## src/design/hmef_pkg.sv

```systemverilog
// ----------------------------------------------------------------------------
// HID mouse endpoint finder package
// Shared descriptor codes, match constants and the result record.
// ----------------------------------------------------------------------------
package hmef_pkg;

  localparam logic [7:0] DescTypeInterface = 8'h04;
  localparam logic [7:0] DescTypeEndpoint  = 8'h05;
  localparam logic [7:0] IfaceLenMin       = 8'd9;
  localparam logic [7:0] EpLenMin          = 8'd7;
  localparam logic [7:0] HidClass          = 8'h03;
  localparam logic [7:0] BootSubclass      = 8'h01;
  localparam logic [7:0] MouseProtocol     = 8'h02;
  localparam logic [7:0] EpDirIn           = 8'h80;
  localparam logic [1:0] XferInterrupt     = 2'b11;
  localparam logic [7:0] NoInterface       = 8'hFF;
  localparam logic [3:0] ConfigOffset      = 4'd5;
  localparam logic [3:0] MinStreamLen      = 4'd9;

  typedef struct packed {
    logic        found;
    logic [7:0]  config_value;
    logic [7:0]  interface_number;
    logic [3:0]  endpoint_number;
    logic [15:0] max_packet;
    logic [7:0]  poll_interval;
  } result_t;

endpackage

```

## src/design/hid_mouse_endpoint_finder.sv

```systemverilog
// ----------------------------------------------------------------------------
// HID mouse endpoint finder
// Scans a USB configuration descriptor set for a boot mouse interrupt IN
// endpoint and reports it when the final byte has been taken.
//
// Input channel (in_valid/in_ready): one descriptor byte per request, with
// last_byte set on the final byte of the set. Output channel
// (out_valid/out_ready): one result request per descriptor set, carrying
// found, the configuration value and the endpoint details.
// A byte is registered on acceptance and parsed in the following cycle, but
// a final byte waits while the result register is full; the result is also
// registered. The block takes one byte per cycle except while a final byte
// waits; the throughput is set by the single byte register before the parser.
// A stalled result holds only a final byte behind it; other bytes flow on.
// Reset clears both channels and puts the parser in its start state. After
// every final byte the parser returns to that state by itself.
// ----------------------------------------------------------------------------
module hid_mouse_endpoint_finder import hmef_pkg::*; (
  input  logic        clk,
  input  logic        rst,
  input  logic        in_valid,
  output logic        in_ready,
  input  logic [7:0]  desc_byte,
  input  logic        last_byte,
  output logic        out_valid,
  input  logic        out_ready,
  output logic        found,
  output logic [7:0]  config_value,
  output logic [7:0]  interface_number,
  output logic [3:0]  endpoint_number,
  output logic [15:0] max_packet,
  output logic [7:0]  poll_interval
);

  logic       held_valid;
  logic [7:0] held_byte;
  logic       held_last;
  logic       step;
  result_t    result;
  result_t    out_result;

  // A final byte may only be parsed once the result register is free.
  assign step     = held_valid && (!held_last || !out_valid || out_ready);
  assign in_ready = !held_valid || step;

  always_ff @(posedge clk) begin
    if (rst) begin
      held_valid <= 1'b0;
    end else if (in_ready) begin
      held_valid <= in_valid;
    end
  end

  always_ff @(posedge clk) begin
    if (in_valid && in_ready) begin
      held_byte <= desc_byte;
      held_last <= last_byte;
    end
  end

  hmef_parse u_parse (
    .clk     (clk),
    .rst     (rst),
    .step    (step),
    .byte_in (held_byte),
    .last_in (held_last),
    .result  (result)
  );

  always_ff @(posedge clk) begin
    if (rst) begin
      out_valid <= 1'b0;
    end else if (step && held_last) begin
      out_valid <= 1'b1;
    end else if (out_ready) begin
      out_valid <= 1'b0;
    end
  end

  always_ff @(posedge clk) begin
    if (step && held_last) begin
      out_result <= result;
    end
  end

  assign found            = out_result.found;
  assign config_value     = out_result.config_value;
  assign interface_number = out_result.interface_number;
  assign endpoint_number  = out_result.endpoint_number;
  assign max_packet       = out_result.max_packet;
  assign poll_interval    = out_result.poll_interval;

endmodule

```

## src/design/hmef_parse.sv

```systemverilog
// ----------------------------------------------------------------------------
// HID mouse endpoint finder byte parser
// Holds the parse state and updates it for one descriptor byte per step.
// ----------------------------------------------------------------------------
module hmef_parse import hmef_pkg::*; (
  input  logic       clk,
  input  logic       rst,
  input  logic       step,
  input  logic [7:0] byte_in,
  input  logic       last_in,
  output result_t    result
);

  logic [3:0]  stream_count, stream_count_next;
  logic [7:0]  desc_offset, desc_offset_next;
  logic [7:0]  desc_length, desc_length_next;
  logic [7:0]  desc_kind, desc_kind_next;
  logic        stopped, stopped_next;
  logic [7:0]  slot [5];
  logic [7:0]  slot_next [5];
  logic [7:0]  current_interface, current_interface_next;
  logic [7:0]  if_class, if_class_next;
  logic [7:0]  if_subclass, if_subclass_next;
  logic [7:0]  if_protocol, if_protocol_next;
  logic [7:0]  config_byte, config_byte_next;
  logic        match_latched, match_latched_next;
  logic [7:0]  m_iface, m_iface_next;
  logic [3:0]  m_ep, m_ep_next;
  logic [15:0] m_mps, m_mps_next;
  logic [7:0]  m_ival, m_ival_next;
  logic        parsing;
  logic        mouse_iface;
  logic [15:0] mps;

  assign mouse_iface = (current_interface != NoInterface) && (if_class == HidClass) &&
                       (if_subclass == BootSubclass) && (if_protocol == MouseProtocol);

  always_comb begin
    stream_count_next      = stream_count;
    desc_offset_next       = desc_offset;
    desc_length_next       = desc_length;
    desc_kind_next         = desc_kind;
    stopped_next           = stopped;
    slot_next              = slot;
    current_interface_next = current_interface;
    if_class_next          = if_class;
    if_subclass_next       = if_subclass;
    if_protocol_next       = if_protocol;
    config_byte_next       = config_byte;
    match_latched_next     = match_latched;
    m_iface_next           = m_iface;
    m_ep_next              = m_ep;
    m_mps_next             = m_mps;
    m_ival_next            = m_ival;
    parsing                = 1'b0;
    mps                    = '0;
    result                 = '0;

    if (step) begin
      if (stream_count == ConfigOffset) begin
        config_byte_next = byte_in;
      end
      if (!stopped) begin
        parsing = 1'b1;
        if (desc_offset == 8'd0) begin
          if (byte_in == 8'd0) begin
            stopped_next = 1'b1;
            parsing      = 1'b0;
          end else begin
            desc_length_next = byte_in;
            desc_kind_next   = 8'd0;
            for (int i = 0; i < 5; i++) begin
              slot_next[i] = 8'd0;
            end
          end
        end else if (desc_offset == 8'd1) begin
          desc_kind_next = byte_in;
        end else if (desc_kind == DescTypeInterface) begin
          case (desc_offset)
            8'd2:    slot_next[0] = byte_in;
            8'd5:    slot_next[1] = byte_in;
            8'd6:    slot_next[2] = byte_in;
            8'd7:    slot_next[3] = byte_in;
            default: ;
          endcase
        end else if (desc_kind == DescTypeEndpoint) begin
          case (desc_offset)
            8'd2:    slot_next[0] = byte_in;
            8'd3:    slot_next[1] = byte_in;
            8'd4:    slot_next[2] = byte_in;
            8'd5:    slot_next[3] = byte_in;
            8'd6:    slot_next[4] = byte_in;
            default: ;
          endcase
        end
      end

      if (parsing) begin
        if (desc_offset + 8'd1 == desc_length_next) begin
          desc_offset_next = 8'd0;
          // The descriptor closes on this byte, so evaluate it now.
          if (desc_kind_next == DescTypeInterface && desc_length_next >= IfaceLenMin) begin
            current_interface_next = slot_next[0];
            if_class_next          = slot_next[1];
            if_subclass_next       = slot_next[2];
            if_protocol_next       = slot_next[3];
          end else if (desc_kind_next == DescTypeEndpoint && desc_length_next >= EpLenMin &&
                       !match_latched) begin
            mps = {slot_next[3], slot_next[2]};
            if (mouse_iface && ((slot_next[0] & EpDirIn) != 8'd0) &&
                (slot_next[1][1:0] == XferInterrupt) && (mps != 16'd0)) begin
              match_latched_next = 1'b1;
              m_iface_next       = current_interface;
              m_ep_next          = slot_next[0][3:0];
              m_mps_next         = mps;
              m_ival_next        = slot_next[4];
            end
          end
        end else begin
          desc_offset_next = desc_offset + 8'd1;
        end
      end

      if (stream_count < MinStreamLen) begin
        stream_count_next = stream_count + 4'd1;
      end

      if (last_in) begin
        result.found        = match_latched_next && (stream_count_next >= MinStreamLen);
        result.config_value = config_byte_next;
        if (result.found) begin
          result.interface_number = m_iface_next;
          result.endpoint_number  = m_ep_next;
          result.max_packet       = m_mps_next;
          result.poll_interval    = m_ival_next;
        end
        // The stream is over; start clean for the next descriptor set.
        stream_count_next      = '0;
        desc_offset_next       = '0;
        desc_length_next       = '0;
        desc_kind_next         = '0;
        stopped_next           = 1'b0;
        for (int i = 0; i < 5; i++) begin
          slot_next[i] = 8'd0;
        end
        current_interface_next = NoInterface;
        if_class_next          = '0;
        if_subclass_next       = '0;
        if_protocol_next       = '0;
        config_byte_next       = '0;
        match_latched_next     = 1'b0;
        m_iface_next           = '0;
        m_ep_next              = '0;
        m_mps_next             = '0;
        m_ival_next            = '0;
      end
    end
  end

  always_ff @(posedge clk) begin
    if (rst) begin
      stream_count      <= '0;
      desc_offset       <= '0;
      desc_length       <= '0;
      desc_kind         <= '0;
      stopped           <= 1'b0;
      for (int i = 0; i < 5; i++) begin
        slot[i] <= 8'd0;
      end
      current_interface <= NoInterface;
      if_class          <= '0;
      if_subclass       <= '0;
      if_protocol       <= '0;
      config_byte       <= '0;
      match_latched     <= 1'b0;
      m_iface           <= '0;
      m_ep              <= '0;
      m_mps             <= '0;
      m_ival            <= '0;
    end else begin
      stream_count      <= stream_count_next;
      desc_offset       <= desc_offset_next;
      desc_length       <= desc_length_next;
      desc_kind         <= desc_kind_next;
      stopped           <= stopped_next;
      slot              <= slot_next;
      current_interface <= current_interface_next;
      if_class          <= if_class_next;
      if_subclass       <= if_subclass_next;
      if_protocol       <= if_protocol_next;
      config_byte       <= config_byte_next;
      match_latched     <= match_latched_next;
      m_iface           <= m_iface_next;
      m_ep              <= m_ep_next;
      m_mps             <= m_mps_next;
      m_ival            <= m_ival_next;
    end
  end

endmodule

```

## config.mk

```make
export PLATFORM = sky130hd
export DESIGN_NAME = hid_mouse_endpoint_finder
export DESIGN_NICKNAME = d
export VERILOG_FILES = /design/src/design/hmef_pkg.sv /design/src/design/hid_mouse_endpoint_finder.sv /design/src/design/hmef_parse.sv
export SDC_FILE = /design/constraint.sdc
export NUM_CORES = 1
export LEC_CHECK = 0
export BUFFER_PORTS_ARGS = -buffer_cell sky130_fd_sc_hd__clkbuf_2
export CORE_MARGIN = 2
export CORE_UTILIZATION = 31
export CTS_BUF_LIST = sky130_fd_sc_hd__clkbuf_2
export CTS_CLUSTER_DIAMETER = 150
export DETAILED_ROUTE_END_ITERATION = 7
export HOLD_SLACK_MARGIN = 0.15
export PLACE_DENSITY = 0.56
export SYNTH_ARGS = -nofsm -noshare
export SYNTH_HDL_FRONTEND = slang
export SYNTH_SLANG_ARGS = --single-unit
```

## constraint.sdc

```tcl
create_clock -name clk -period 4.6 [get_ports clk]
set_clock_uncertainty 0.2 [all_clocks]
set_input_delay 0.92 -clock clk [delete_from_list [all_inputs] [get_ports clk]]
set_output_delay 0.92 -clock clk [all_outputs]
set_load 0.1 [all_outputs]
```

After elaboration in Yosys (flattened, before gate mapping)
Index checks and enable logic that the tools add are counted.
{ "totals": {"in_bits": 13, "ff_bits": 202, "out_inout_bits": 47, "word_cells": 178} }
{ "op_classes": {"n_addsub": 2, "reduce_logical": 31, "n_eq_ne": 18, "n_lt_le_gt_ge": 4, "n_mux": 93} }
{ "ops": {"columns": ["cell", "n"], "rows": [
  ["$mux W8", 53],
  ["$mux W40", 7],
  ["$mux W16", 6],
  ["$eq A8 B3 Y1 const B", 8],
  ["$mux W4", 9],
  ["$eq A8 B2 Y1 const B", 4],
  ["$mux W32", 1],
  ["$mux W1", 17],
  ["$eq A8 B1 Y1 const B", 2],
  ["$logic_not A8 Y1", 2],
  ["$reduce_bool A16 Y1", 1],
  ["$logic_and A1 B1 Y1", 13],
  ["$add A8 B1 Y8 const B", 1],
  ["$eq A8 B8 Y1", 1],
  ["$ge A8 B3 Y1 const B", 1],
  ["$ge A8 B4 Y1 const B", 1],
  ["$ne A8 B8 Y1 const B", 1],
  ["$reduce_bool A2 Y1", 4],
  ["$add A4 B1 Y4 const B", 1],
  ["$eq A4 B3 Y1 const B", 1],
  ["$ge A4 B4 Y1 const B", 1],
  ["$logic_not A1 Y1", 4],
  ["$lt A4 B4 Y1 const B", 1],
  ["$reduce_and A2 Y1", 2],
  ["4 further kinds", 6]
]} }

Logic depth before layout (Yosys ltp)
{ "depth": {"depth_word": 19, "ltp_mapped": 15, "depth_no_buf": 11} }

Hierarchy
A second synthesis with hierarchy kept.
{ "hier_totals": {"hier_cells": 1042, "hier_area_um2": 9577.9} }
{ "by_module_without_submodules": {"columns": ["module", "area_each_um2", "n_inst", "cells_each"], "rows": [
  ["hmef_parse", 7852.5, 1, 976],
  ["hid_mouse_endpoint_finder", 1725.4, 1, 66]
]} }

Least setup slack after synthesis
No wires, ideal clock.
{ "synth_path": {"path_kind": "register to register", "startpoint": "reg out_valid", "endpoint": "reg u_parse.if_protocol[0]", "stages_incl_launch_ff": 11, "arrival_time_ps": 3498, "synth_period_minus_slack_ps": 3769, "required_ps": 4328, "slack_ps": 831, "n_path_buf": 2, "path_cell_list": "dfxtp_1 -> nor2b_1 -> nand2_1 -> and2_1 -> clkbuf_1 -> nand2_1 -> inv_1 -> nor2_1 -> clkbuf_1 -> nand2_1 -> mux2i_1"} }
{ "synth_via": {"elab_chain_cells": 5} }
{ "synth_lines": {"columns": ["element", "line", "text"], "rows": [
  ["start: declaration", "hid_mouse_endpoint_finder.sv:25", "output logic out_valid,"],
  ["start signal: assignment", "hid_mouse_endpoint_finder.sv:72", "out_valid <= 1'b0;"],
  ["start signal: assignment", "hid_mouse_endpoint_finder.sv:74", "out_valid <= 1'b1;"],
  ["start signal: assignment", "hid_mouse_endpoint_finder.sv:76", "out_valid <= 1'b0;"],
  ["$logic_not A1 Y1", "hid_mouse_endpoint_finder.sv:43", "assign step = held_valid && (!held_last || !out_valid || out_ready);"],
  ["$logic_or A1 B1 Y1 (2 in a row)", "hid_mouse_endpoint_finder.sv:43", null],
  ["$logic_and A1 B1 Y1", "hid_mouse_endpoint_finder.sv:43", null],
  ["$reduce_and A4 Y1 (no source line)", null, null],
  ["end signal: assignment", "hmef_parse.sv:190", "if_protocol <= if_protocol_next;"],
  ["end: declaration", "hmef_parse.sv:24", "logic [7:0] if_protocol, if_protocol_next;"]
]} }
Every way passes these cells.
A chain may end at the register's enable or synchronous reset.

Worst setup path in the final report
{ "layout_path": {"startpoint": "reg u_parse.desc_offset[0]", "endpoint": "reg out_result (netlist bit poll_interval[0]) (data pin)"} }
{ "layout_via": {"elab_chain_cells": 19, "word_cells_on_any_way": 60, "cone_classes": "add/sub: 1; order compare: 2; eq/ne: 11; mux: 36; reduce/logical: 10"} }
{ "layout_lines": {"columns": ["element", "line", "text"], "rows": [
  ["start: declaration", "hmef_parse.sv:15", "logic [7:0] desc_offset, desc_offset_next;"],
  ["start signal: assignment", "hmef_parse.sv:182", "desc_offset <= desc_offset_next;"],
  ["$eq A8 B2 Y1, on equally long branches", "hmef_parse.sv:87, hmef_parse.sv:79", null],
  ["$mux W8, on equally long branches", "hmef_parse.sv:87, hmef_parse.sv:79", null],
  ["$mux W40", "hmef_parse.sv:86", "end else if (desc_kind == DescTypeEndpoint) begin"],
  ["$mux W32", "hmef_parse.sv:78", "end else if (desc_kind == DescTypeInterface) begin"],
  ["$mux W40", "hmef_parse.sv:76", "end else if (desc_offset == 8'd1) begin"],
  ["$mux W40", "hmef_parse.sv:65", "if (desc_offset == 8'd0) begin"],
  ["$mux W40", "hmef_parse.sv:63", "if (!stopped) begin"],
  ["$mux W40", "hmef_parse.sv:59", "if (step) begin"],
  ["(+3 left out)", null, null],
  ["$mux W1", "hmef_parse.sv:110", "if (mouse_iface && ((slot_next[0] & EpDirIn) != 8'd0) &&"],
  ["$mux W1", "hmef_parse.sv:107", "end else if (desc_kind_next == DescTypeEndpoint && desc_length_next >= EpLenMin &&"],
  ["$mux W1", "hmef_parse.sv:102", "if (desc_kind_next == DescTypeInterface && desc_length_next >= IfaceLenMin) begin"],
  ["$mux W1", "hmef_parse.sv:99", "if (desc_offset + 8'd1 == desc_length_next) begin"],
  ["$mux W1", "hmef_parse.sv:98", "if (parsing) begin"],
  ["$mux W1", "hmef_parse.sv:59", null],
  ["$logic_and A1 B1 Y1", "hmef_parse.sv:129", "result.found = match_latched_next && (stream_count_next >= MinStreamLen);"],
  ["$reduce_and A3 Y1 (no source line)", null, null],
  ["end signal: assignment", "hid_mouse_endpoint_finder.sv:82", "out_result <= result;"],
  ["end: declaration", "hid_mouse_endpoint_finder.sv:40", "result_t out_result;"]
]} }
Several ways; a longest one is shown, not always the timed one. The select of a mux whose other input is x is not followed.

==> metrics <==
largest family of logic cells by synthesized area compound AO/OA/AOI/OAI gates; Vert. Die Dim around 180 um; area fraction in compound gates after synthesis a little over a fifth; most frequent cells in the layout nand2_1, dfxtp_1, clkbuf_2; largest net degree at the start of global routing 50; Relative slew margins 21.32%; worst reg2reg setup slack 0.30 ns; CP Max Fanout 36; fraction of registers with async set/reset 0%; clk sink count 202; initial antenna violation count 1; CP max stage delay 0.62 ns; hold_sp out_ready; Clock Tree Root clkbuf_2; number of flops mapped to enable cells by yosys 54; Detail Placement HPWL approximately 18 mm; initial DRC count 687; Hold/Removal Path Class in2reg; Total Routed Length 26.63 mm; count of buffers from port buffering 59; P per Cell Area 312.6 nW/um^2; mux cell area share after synthesis 3.934%; GRT overflow 0; top cell type's share of synthesized area 31.26%; Layout Utilization 35.50%; Arr. time, crit path 4.71 ns; total negative setup slack 0 ns; CTS tree done; floorplan row count 64; layout cells sized above 1 16.52%; VDD IR-drop max 0.0001305 V; IO Pins 60; Synth Register Bits roughly 200; Mapped Cells 1054; Synth Flop Type dfxtp_1; Synth Area in XOR/XNOR 0.3696%; die area ~32000 um^2; number of cells after detailed placement approximately 1.5k; cell area after placement 10180 um^2; met3 Use GR under 10%; met1 GRT Util 22.42%; WHS Endpoint out_valid$_SDFFE_PP0P_; CP endpoint kind register; placeable core area 30350 um^2; Yosys top cell by area dfxtp_1; Area Overhead vs Synth 13.68%; Slew Limit Fails 0; DR DRC count 0; FILL cells 3146; H-tree depth 2; Warnings, synthesis 0; type of origin of the critical path register; Slowest cell on crit path or4b_2; post-route ant nets 0; Synth area leaders dfxtp_1, edfxtp_1, nand2_1; worst skew pair latency 0.82 ns; CTS clock-pin slew for the worst setup and hold paths 0.10 ns; met2 Resource Use GR between 20% and 30%; RSZ-0062 raised after global routing no; CTS max path bufs 3; cts bufs inserted 50; Initial Util 31.23%; post-synthesis sequential area ratio about half; commonest non-fill, non-tap cell in the layout nand2_1; drt first pass iters 5; Vias per Instance 5.257; Finish-stage setup viols 0; Most flops, register u_parse.slot; status finished clean; number of global-route vias before repair approximately 8k; first-pass GRT wire length around 42 mm; total number of vias 8227; type of the worst setup path reg2reg; part of the cycle the worst path needs between 90% and 100%; syn nets 1074; Wirelength per Cell 17.02 um; number of flip-flops in the largest register 40; Required @ worst endpoint around 5.0 ns; post-synthesis simple-gate area fraction 19.82%; worst path cell trace inv_1 > ha_1 > or4b_2 > nor2_1 > nand3_1 > and3_1 > or4_1 > a21oi_1 > and4b_2 > nand3_4 > o21ai_0; Reg2Reg Depth 11; All-Layer GR Usage 16.75%; Pleak 3.904 nW; final hold violations 0; fin cells 1565; reg2reg end poll_interval[0]$_SDFFCE_PN0P_; Mapped Area 9478 um^2; f_max 0.2328 GHz; Mean Syn Cell Area 8.992 um^2; Post-Layout Inst Area between 10000 and 15000 um^2; max-cap violations 0; postcts setup bufs 0; synth unique cells 73; Slew @ Worst Pin 1.175 ns; Hold Path Depth 4; placer's final routability congestion estimate 0.8988; adder-cell share of the synthesized area 0.9241%; GR peak layer met2; Final Critical Period ~4.3 ns; nets@finish 1151; worst r2r src u_parse.desc_offset[0]$_SDFFE_PP0P_; chip width between 150 and 200 um; total chip power roughly 0.0034 W
[cell usage after synthesis, types with 2 or more instances]
| master | instances |
|---|---|
| nor4_1 | 13 |
| or4_1 | 4 |
| xor2_1 | 2 |
| o21ai_1 | 33 |
| buf_2 | 5 |
| nor2b_1 | 6 |
| o21a_1 | 11 |
| buf_1 | 7 |
| o41ai_1 | 2 |
| nand3_1 | 16 |
| or2_2 | 3 |
| o2bb2ai_1 | 37 |
| or4_4 | 2 |
| buf_4 | 4 |
| a21o_1 | 5 |
| nor2_1 | 121 |
| inv_1 | 19 |
| clkbuf_1 | 56 |
| a21oi_1 | 51 |
| buf_6 | 8 |
| o21ai_0 | 46 |
| and2_1 | 6 |
| ha_1 | 7 |
| dfxtp_1 | 148 |
| a22o_1 | 10 |
| a31oi_1 | 17 |
| nor3_1 | 13 |
| nor4b_1 | 5 |
| a22oi_1 | 68 |
| xnor2_1 | 2 |
| nand3b_1 | 6 |
| or3_1 | 5 |
| edfxtp_1 | 54 |
| a32oi_1 | 3 |
| and3_1 | 12 |
| nand4_1 | 8 |
| nand2b_1 | 7 |
| nor3b_1 | 3 |
| a211oi_1 | 2 |
| mux2i_1 | 35 |
| o211ai_1 | 4 |
| o22ai_1 | 2 |
| nand2_1 | 156 |
[cells by family after synthesis]
kind of cell	after synthesis
buffers and inverters	100
XOR/XNOR	4
flip-flops	202
AND/OR/NAND/NOR	399
multiplexers	37
AO/OA/AOI/OAI	305
adder cells (fa/ha/maj)	7
[layer usage]
layer	vias up	part of all wire, %	wire (um)
met3	44	5.8	1545
met4	0	2.0	541
met5	-	0	0
met1	3877	46	12310
met2	267	46	12230
li1	4039	-	-
[worst max path at each step]
| stage | from | to | cells past startpoint |
|---|---|---|---|
| after CTS | u_parse.desc_offset[0]$_SDFFE_PP0P_ | poll_interval[0]$_SDFFCE_PN0P_ | 11 |
| after detailed placement | u_parse.desc_offset[0]$_SDFFE_PP0P_ | poll_interval[0]$_SDFFCE_PN0P_ | 11 |
| after floorplan | out_valid$_SDFFE_PP0P_ | u_parse.if_protocol[0]$_SDFFE_PP0P_ | 10 |
| after global routing | u_parse.desc_offset[0]$_SDFFE_PP0P_ | poll_interval[0]$_SDFFCE_PN0P_ | 11 |
| after global placement | u_parse.desc_offset[0]$_SDFFE_PP0P_ | u_parse.m_iface[3]$_SDFFE_PP0P_ | 11 |
| final | u_parse.desc_offset[0]$_SDFFE_PP0P_ | poll_interval[0]$_SDFFCE_PN0P_ | 11 |
[where the power goes]
part	internal, W	switching [W]	total, W
registers	0.00183	0.0000132	0.00184
clock network	0.000531	0.000732	0.00126
logic	0.0000669	0.000193	0.000260
[cell type report]
class	instances	area (um^2)	share of cell area [%]
clock buffers	71	355.3	3.298
repair buffers	105	690.7	6.410
inverters	20	75.07	0.6968
diodes	1	2.502	0.02323
flip-flops and latches	202	4584	42.55
clock inverters	18	130.1	1.208
multi-input cells	752	4441	41.21
well taps	396	495.5	4.599
[through the flow]
stage / setup WS (ns) / hold WS [ns]
finish: 0.3041 / 0.2544
global route: 0.04486 / 0.2046
CTS: 0.2631 / 0.2096
detailed placement: 0.2756 / 0.2433
global placement: 0.4152 / 0.2418
floorplan: 0.8307 / 0.2299
[worst max-delay path, delay by kind of cell (launching register included)]
kind | cells | cell delay [ns]
adder cells (fa/ha/maj) | 1 | 0.20
AND/OR/NAND/NOR | 7 | 2.53
AO/OA/AOI/OAI | 2 | 0.63
buffers and inverters | 1 | 0.12
flip-flops | 1 | 0.41
[timing repair]
item                                   4_1_cts  5_1_grt
hold buffers                                10        0
endpoints found under the hold margin       10        0
setup endpoints to repair                    0       13
resized for setup                            0        1
Note: power is estimated with default switching activity, not from simulation.
